**src/design/dqd_pkg.sv**
```systemverilog
// Shared types and constants for the DNS query name label decoder.
// No dependencies; every design file imports this package.
package dqd_pkg;

	localparam int MAX_NAME   = 255;
	localparam int BUFFER_LEN = 256;
	localparam int LIMIT_LEN  = (MAX_NAME < BUFFER_LEN) ? MAX_NAME : BUFFER_LEN;

	localparam logic [7:0] PTR_MASK = 8'hC0;
	localparam logic [7:0] DOT_CHAR = 8'h2E;
	localparam logic [7:0] ZERO_LEN = 8'h00;

	typedef enum logic [1:0] {
		KIND_CHAR       = 2'd0,
		KIND_END        = 2'd1,
		KIND_COMPRESSED = 2'd2,
		KIND_TOO_LONG   = 2'd3
	} kind_t;

	typedef struct packed {
		logic       start_req;
		logic [7:0] name_byte;
	} in_item_t;

	typedef struct packed {
		logic [7:0] text_byte;
		kind_t      kind;
		logic [7:0] name_length;
	} result_t;

endpackage

```
**src/design/dqd_in_stage.sv**
```systemverilog
// Input register of the decoder: captures one beat from the slave side.
// Depends on dqd_pkg.
module dqd_in_stage (
	input  logic              clk,
	input  logic              arst_n,
	input  logic              in_valid,
	output logic              in_ready,
	input  dqd_pkg::in_item_t in_item,
	input  logic              advance,
	output logic              valid_s1,
	output dqd_pkg::in_item_t item_s1
);
	import dqd_pkg::*;

	assign in_ready = !valid_s1 || advance;

	always_ff @(posedge clk or negedge arst_n) begin
		if (!arst_n) begin
			valid_s1 <= 1'b0;
		end else if (in_ready) begin
			valid_s1 <= in_valid;
		end
	end

	always_ff @(posedge clk) begin
		if (in_ready && in_valid) begin
			item_s1 <= in_item;
		end
	end

endmodule

```
**src/design/dqd_core.sv**
```systemverilog
// Label decode state and per-byte decision logic.
// Depends on dqd_pkg.
module dqd_core (
	input  logic              clk,
	input  logic              arst_n,
	input  logic              fire,
	input  dqd_pkg::in_item_t item_s1,
	output logic              res_valid,
	output dqd_pkg::result_t  res
);
	import dqd_pkg::*;

	logic       in_name_q;
	logic [7:0] label_left_q;
	logic [7:0] out_count_q;

	logic       in_name_d;
	logic [7:0] label_left_d;
	logic [7:0] out_count_d;
	logic       is_ptr;
	logic       is_zero;
	logic       at_limit;

	assign is_ptr   = (item_s1.name_byte & PTR_MASK) == PTR_MASK;
	assign is_zero  = item_s1.name_byte == ZERO_LEN;
	assign at_limit = {1'b0, out_count_q} >= 9'(LIMIT_LEN);

	always_comb begin
		in_name_d       = in_name_q;
		label_left_d    = label_left_q;
		out_count_d     = out_count_q;
		res_valid       = 1'b0;
		res.text_byte   = '0;
		res.kind        = KIND_CHAR;
		res.name_length = '0;
		priority if (item_s1.start_req) begin
			out_count_d = '0;
			if (is_ptr) begin
				in_name_d    = 1'b0;
				label_left_d = '0;
				res_valid    = 1'b1;
				res.kind     = KIND_COMPRESSED;
			end else if (is_zero) begin
				in_name_d    = 1'b0;
				label_left_d = '0;
				res_valid    = 1'b1;
				res.kind     = KIND_END;
			end else begin
				in_name_d    = 1'b1;
				label_left_d = item_s1.name_byte;
			end
		end else if (!in_name_q) begin
			// idle: drop the byte
		end else if (at_limit) begin
			in_name_d    = 1'b0;
			label_left_d = '0;
			res_valid    = 1'b1;
			res.kind     = KIND_TOO_LONG;
		end else if (label_left_q == '0) begin
			if (is_ptr) begin
				in_name_d    = 1'b0;
				label_left_d = '0;
				res_valid    = 1'b1;
				res.kind     = KIND_COMPRESSED;
			end else if (is_zero) begin
				in_name_d       = 1'b0;
				label_left_d    = '0;
				res_valid       = 1'b1;
				res.kind        = KIND_END;
				res.name_length = out_count_q;
			end else begin
				// inner length byte turns into a dot
				label_left_d  = item_s1.name_byte;
				out_count_d   = out_count_q + 8'd1;
				res_valid     = 1'b1;
				res.text_byte = DOT_CHAR;
			end
		end else begin
			label_left_d  = label_left_q - 8'd1;
			out_count_d   = out_count_q + 8'd1;
			res_valid     = 1'b1;
			res.text_byte = item_s1.name_byte;
		end
	end

	always_ff @(posedge clk or negedge arst_n) begin
		if (!arst_n) begin
			in_name_q    <= 1'b0;
			label_left_q <= '0;
			out_count_q  <= '0;
		end else if (fire) begin
			in_name_q    <= in_name_d;
			label_left_q <= label_left_d;
			out_count_q  <= out_count_d;
		end
	end

	a_end_goes_idle: assert property (@(posedge clk) disable iff (!arst_n)
		(fire && res_valid && res.kind != KIND_CHAR) |=> !in_name_q)
		else $error("name not closed after end or error");

	a_count_bounded: assert property (@(posedge clk) disable iff (!arst_n)
		{1'b0, out_count_q} <= 9'(LIMIT_LEN))
		else $error("text count beyond limit");

	a_idle_no_label: assert property (@(posedge clk) disable iff (!arst_n)
		!in_name_q |-> label_left_q == '0)
		else $error("label bytes pending while idle");

	a_char_counts: assert property (@(posedge clk) disable iff (!arst_n)
		(fire && res_valid && res.kind == KIND_CHAR)
			|=> out_count_q == $past(out_count_q) + 8'd1)
		else $error("character emitted without count advance");

endmodule

```
**src/design/dqd_out_stage.sv**
```systemverilog
// Result register of the decoder: holds one result beat for the master side.
// Depends on dqd_pkg.
module dqd_out_stage (
	input  logic             clk,
	input  logic             arst_n,
	input  logic             fire,
	input  logic             res_valid,
	input  dqd_pkg::result_t res,
	input  logic             out_ready,
	output logic             out_valid,
	output dqd_pkg::result_t res_s2,
	output logic             advance
);
	import dqd_pkg::*;

	// the register may take a new value once it is empty or being drained
	assign advance = !out_valid || out_ready;

	always_ff @(posedge clk or negedge arst_n) begin
		if (!arst_n) begin
			out_valid <= 1'b0;
		end else if (advance) begin
			out_valid <= fire && res_valid;
		end
	end

	always_ff @(posedge clk) begin
		if (fire && res_valid) begin
			res_s2 <= res;
		end
	end

endmodule

```
**src/design/dns_qname_label_decoder.sv**
```systemverilog
// DNS query name label decoder: length-prefixed labels in, dotted text out.
// An accepted input beat is held in the input register, and its result beat in the result register.
// Throughput: one input byte per cycle while the master side does not stall.
// Reset (arst_n low, asynchronous): pipeline empty, decoder idle, counts zero.
// Depends on dqd_pkg, dqd_in_stage, dqd_core and dqd_out_stage.
module dns_qname_label_decoder (
	input  logic        clk,
	input  logic        arst_n,
	// slave side: encoded name bytes
	input  logic        s_tvalid,
	output logic        s_tready,
	input  logic [7:0]  s_tdata,   // [7:0] name_byte
	input  logic        s_tuser,   // [0] start_req
	// master side: decoded text and status
	output logic        m_tvalid,
	input  logic        m_tready,
	output logic [15:0] m_tdata,   // [7:0] text_byte, [15:8] name_length
	output logic [1:0]  m_tuser    // [1:0] kind
);
	import dqd_pkg::*;

	in_item_t in_item;
	in_item_t item_s1;
	logic     valid_s1;
	logic     advance;
	logic     fire;
	logic     res_valid;
	result_t  res;
	result_t  res_s2;

	assign in_item.start_req = s_tuser;
	assign in_item.name_byte = s_tdata;

	// Stage 1: input register. It advances whenever the result register
	// can take a new value, so a byte can enter every cycle unless m_tready stalls the result register.
	dqd_in_stage u_in (
		.clk      (clk),
		.arst_n   (arst_n),
		.in_valid (s_tvalid),
		.in_ready (s_tready),
		.in_item  (in_item),
		.advance  (advance),
		.valid_s1 (valid_s1),
		.item_s1  (item_s1)
	);

	// Decode the byte held in stage 1 and update the name state.
	assign fire = valid_s1 && advance;

	dqd_core u_core (
		.clk       (clk),
		.arst_n    (arst_n),
		.fire      (fire),
		.item_s1   (item_s1),
		.res_valid (res_valid),
		.res       (res)
	);

	// Stage 2: result register; bytes that produce nothing leave it empty.
	dqd_out_stage u_out (
		.clk       (clk),
		.arst_n    (arst_n),
		.fire      (fire),
		.res_valid (res_valid),
		.res       (res),
		.out_ready (m_tready),
		.out_valid (m_tvalid),
		.res_s2    (res_s2),
		.advance   (advance)
	);

	assign m_tdata = {res_s2.name_length, res_s2.text_byte};
	assign m_tuser = res_s2.kind;

endmodule
```
**config.mk**
```make
export PLATFORM = sky130hd
export DESIGN_NAME = dns_qname_label_decoder
export DESIGN_NICKNAME = d
export VERILOG_FILES = /design/src/design/dqd_pkg.sv /design/src/design/dqd_in_stage.sv /design/src/design/dqd_core.sv /design/src/design/dqd_out_stage.sv /design/src/design/dns_qname_label_decoder.sv
export SDC_FILE = /design/constraint.sdc
export NUM_CORES = 1
export LEC_CHECK = 0
export BUFFER_PORTS_ARGS = -buffer_cell sky130_fd_sc_hd__buf_2
export CAP_MARGIN = 25
export CORE_ASPECT_RATIO = 2
export CORE_UTILIZATION = 42
export CTS_CLUSTER_DIAMETER = 150
export DETAILED_ROUTE_END_ITERATION = 8
export SYNTH_ARGS = -nofsm -noshare
export SYNTH_HDL_FRONTEND = slang
export SYNTH_SLANG_ARGS = --single-unit
```
**constraint.sdc**
```tcl
create_clock -name clk -period 3.24 [get_ports clk]
set_clock_uncertainty 0.05 [all_clocks]
set_input_delay 0.162 -clock clk [delete_from_list [all_inputs] [get_ports clk]]
set_output_delay 0.162 -clock clk [all_outputs]
set_load 0.05 [all_outputs]
```
==> results.sh <==
export IMPL_layout_drive_gt1_share_pct=22.0
export IMPL_yosys_area_top_type="edfxtp_1"
export IMPL_dp_hpwl_um=3920
export IMPL_tightestPinTransition_ps=658
export IMPL_ctsRootBufferMaster="clkbuf_8"
export IMPL_post_cts_resized=0
export IMPL_start_util_pct=43.9
export IMPL_drc_errors=0
export IMPL_syn_inst=200
export IMPL_netlist_area_um2=2260
export IMPL_required_ps=3250
export IMPL_numCtsBuffers=5
export IMPL_antenna_cells=0
export IMPL_fin_setup_tns_ps=0
export IMPL_viasPerCell=5.76
export IMPL_p_leak_nw=1.05
export IMPL_fillers=477
export IMPL_ant_nets=0
export IMPL_numClockSinks=46
export IMPL_io_buffer_count=32
export IMPL_ir_drop_uv=458
export IMPL_ys_ff_latch=46
export IMPL_clk_latency_ps=300
export IMPL_die_x_um=53.8
export IMPL_syn_to_final_growth_pct=17.6
export IMPL_wl_per_cell_um=17.6
export IMPL_syn_avg_cell_area_um2=11.3
export IMPL_io_pins=33
export IMPL_synth_nets=215
export IMPL_cp_start_kind="flop"
export IMPL_power_density_nw_per_um2=641
export IMPL_h_tree_depth=2
export IMPL_vias=1750
export IMPL_crit_fanout=19
export IMPL_grt_max_degree=20
export IMPL_layout_commonest_cell="buf_2"
export IMPL_ys_seq_area_share_pct=57.0
export IMPL_cp_end_kind="flop"
export IMPL_synthDistinctLibCells=52
export IMPL_setup_violations=0
export IMPL_maxSlewViolCount=0
export IMPL_hold_ws_ps=9.76
export IMPL_maxSlewHeadroom_pct=56.1
export IMPL_grt_pass1_vias=1788
export IMPL_dieArea_um2=5690
export IMPL_fmax_mhz=459
export IMPL_worstPathArrival_ps=2190
export IMPL_status="finished clean"
export IMPL_dr_pass1_iters=4
export IMPL_cts_tree="yes"
export IMPL_drtIter0Drc=43
export IMPL_globalplace_congestion=0.850
export IMPL_clockBufferDepth=2
export IMPL_finalHoldViolations=0
export IMPL_min_period_ps=2180
export IMPL_yosys_top_cells_area="edfxtp_1 36%, dfrtp_1 21%, o21ai_0 4.9%, and2_1 3.6%, nand2_1 3.2%"
export IMPL_worstHoldPathType="in2reg"
export IMPL_async_flop_share_pct=41.3
export IMPL_antenna_found_initial=0
export IMPL_yosysTopAreaCellShare_pct=35.9
export IMPL_path_class="reg2reg"
export IMPL_drt_total_wl_um=5340
export IMPL_rsz0062_at_grt="false"
export IMPL_mostFrequentLayoutCells="32 x buf_2, 27 x edfxtp_1, 22 x o21ai_0, 19 x nand2_1, 19 x dfrtp_1"
export IMPL_nets=260
export IMPL_fin_util_pct=51.7
export IMPL_fp_dieH_um=106
export IMPL_drv_cap=0
export IMPL_grtUsageTotal_pct=21.6
export IMPL_post_route_period_util_pct=67.2
export IMPL_grt_first_pass_wirelength_um=8670
export IMPL_core_area_um2=5140
export IMPL_yosys_warnings=0
export IMPL_clk_pin_slew_ps=80
export IMPL_overflow=0
export IMPL_synth_edf_count=27
export IMPL_rows=37
export IMPL_synth_ff_type="edfxtp_1"
worst max-delay path: stages, from the launching register on:
cell and delay, ps:
edfxtp_1 780, clkinv_1 490, o211ai_2 300, nor3_2 140, and2_1 180
sequential cells by signal, indices dropped and copies added, names as in the netlist:
register,cells
u_core.label_left_q,8
u_in.valid_s1,1
u_out.res_s2,18
u_in.item_s1,9
u_out.out_valid,1
u_core.out_count_q,8
u_core.in_name_q,1
synthesized netlist by cell type (all sizes together), types with 2 or more instances:
cell type,instances
nor2,13
nand4,2
nor3,9
buf,5
and2,13
a31oi,4
dfrtp,19
nand3,3
nor4,6
a21o,2
o21ai,23
or3,3
o211ai,4
inv,4
nand2,20
nor2b,3
nand2b,3
a22o,4
edfxtp,27
ha,2
a21oi,8
a221o,3
per-stage QoR:
step | instances | power, mW | cell area [µm²] | worst slack [ps]
after floorplan | 200 | 1.23 | 2260 | 851
after global placement | 286 | 1.36 | 2470 | 1110
after detailed placement | 286 | 1.36 | 2470 | 1110
after CTS | 304 | 1.71 | 2660 | 1100
after global routing | 304 | 1.80 | 2660 | 878
final | 304 | 1.70 | 2660 | 1060
cell families (layout without fill, tap and decap cells):
kind of cell	count (synthesis)	in the layout	share of synthesized area, %
DFF	46	46	57.0
and+or+nand+nor	80	80	20.7
AOI/OAI and AO/OA	60	60	18.3
muxes	1	1	0.443
buffers and inverters	11	57	2.44
adders and majority gates	2	2	1.11
routing by layer:
layer | global-route usage, % | wire (µm)
met5 | 0 | 0
met4 | 10.9 | 184
met3 | 2.60 | 117
met2 | 39.3 | 3140
met1 | 22.1 | 1900
area by class of cell:
cell class              count  area (µm²)  area share, %
clock buffers               6        72.6           2.73
inverters                   5        18.8          0.707
clock inverters             2        13.8          0.518
flip-flops and latches     46        1290           48.4
multi-input cells         143         916           34.5
repair buffers             44         275           10.4
well taps                  58        72.6           2.73
path summary, 6_finish.rpt:
path	start	to	slack, ps	cells after the start
max in group asynchronous	arst_n	u_core.out_count_q[4]	2520	2
hold / removal	s_tvalid	u_in.valid_s1	10	2
setup / recovery	u_in.item_s1[8]	u_out.res_s2[5]	1060	4
setup reg to reg	u_in.item_s1[8]	u_out.res_s2[5]	1060	4
hold reg to reg	u_core.out_count_q[1]	u_core.out_count_q[1]	520	2
min in group asynchronous	arst_n	u_out.out_valid	300	2
report_power, final:
part | total, mW | internal [mW] | switching (mW)
combinational | 0.500 | 0.179 | 0.321
sequential | 0.857 | 0.733 | 0.123
clock | 0.346 | 0.152 | 0.193
repair_timing:
| action | 4_1_cts | 5_1_grt |
|---|---|---|
| buffers inserted | 0 | 0 |
| hold buffers | 10 | 0 |
| endpoints found under the hold margin | 28 | 0 |
No activity file was read; power rests on OpenSTA's default activity.
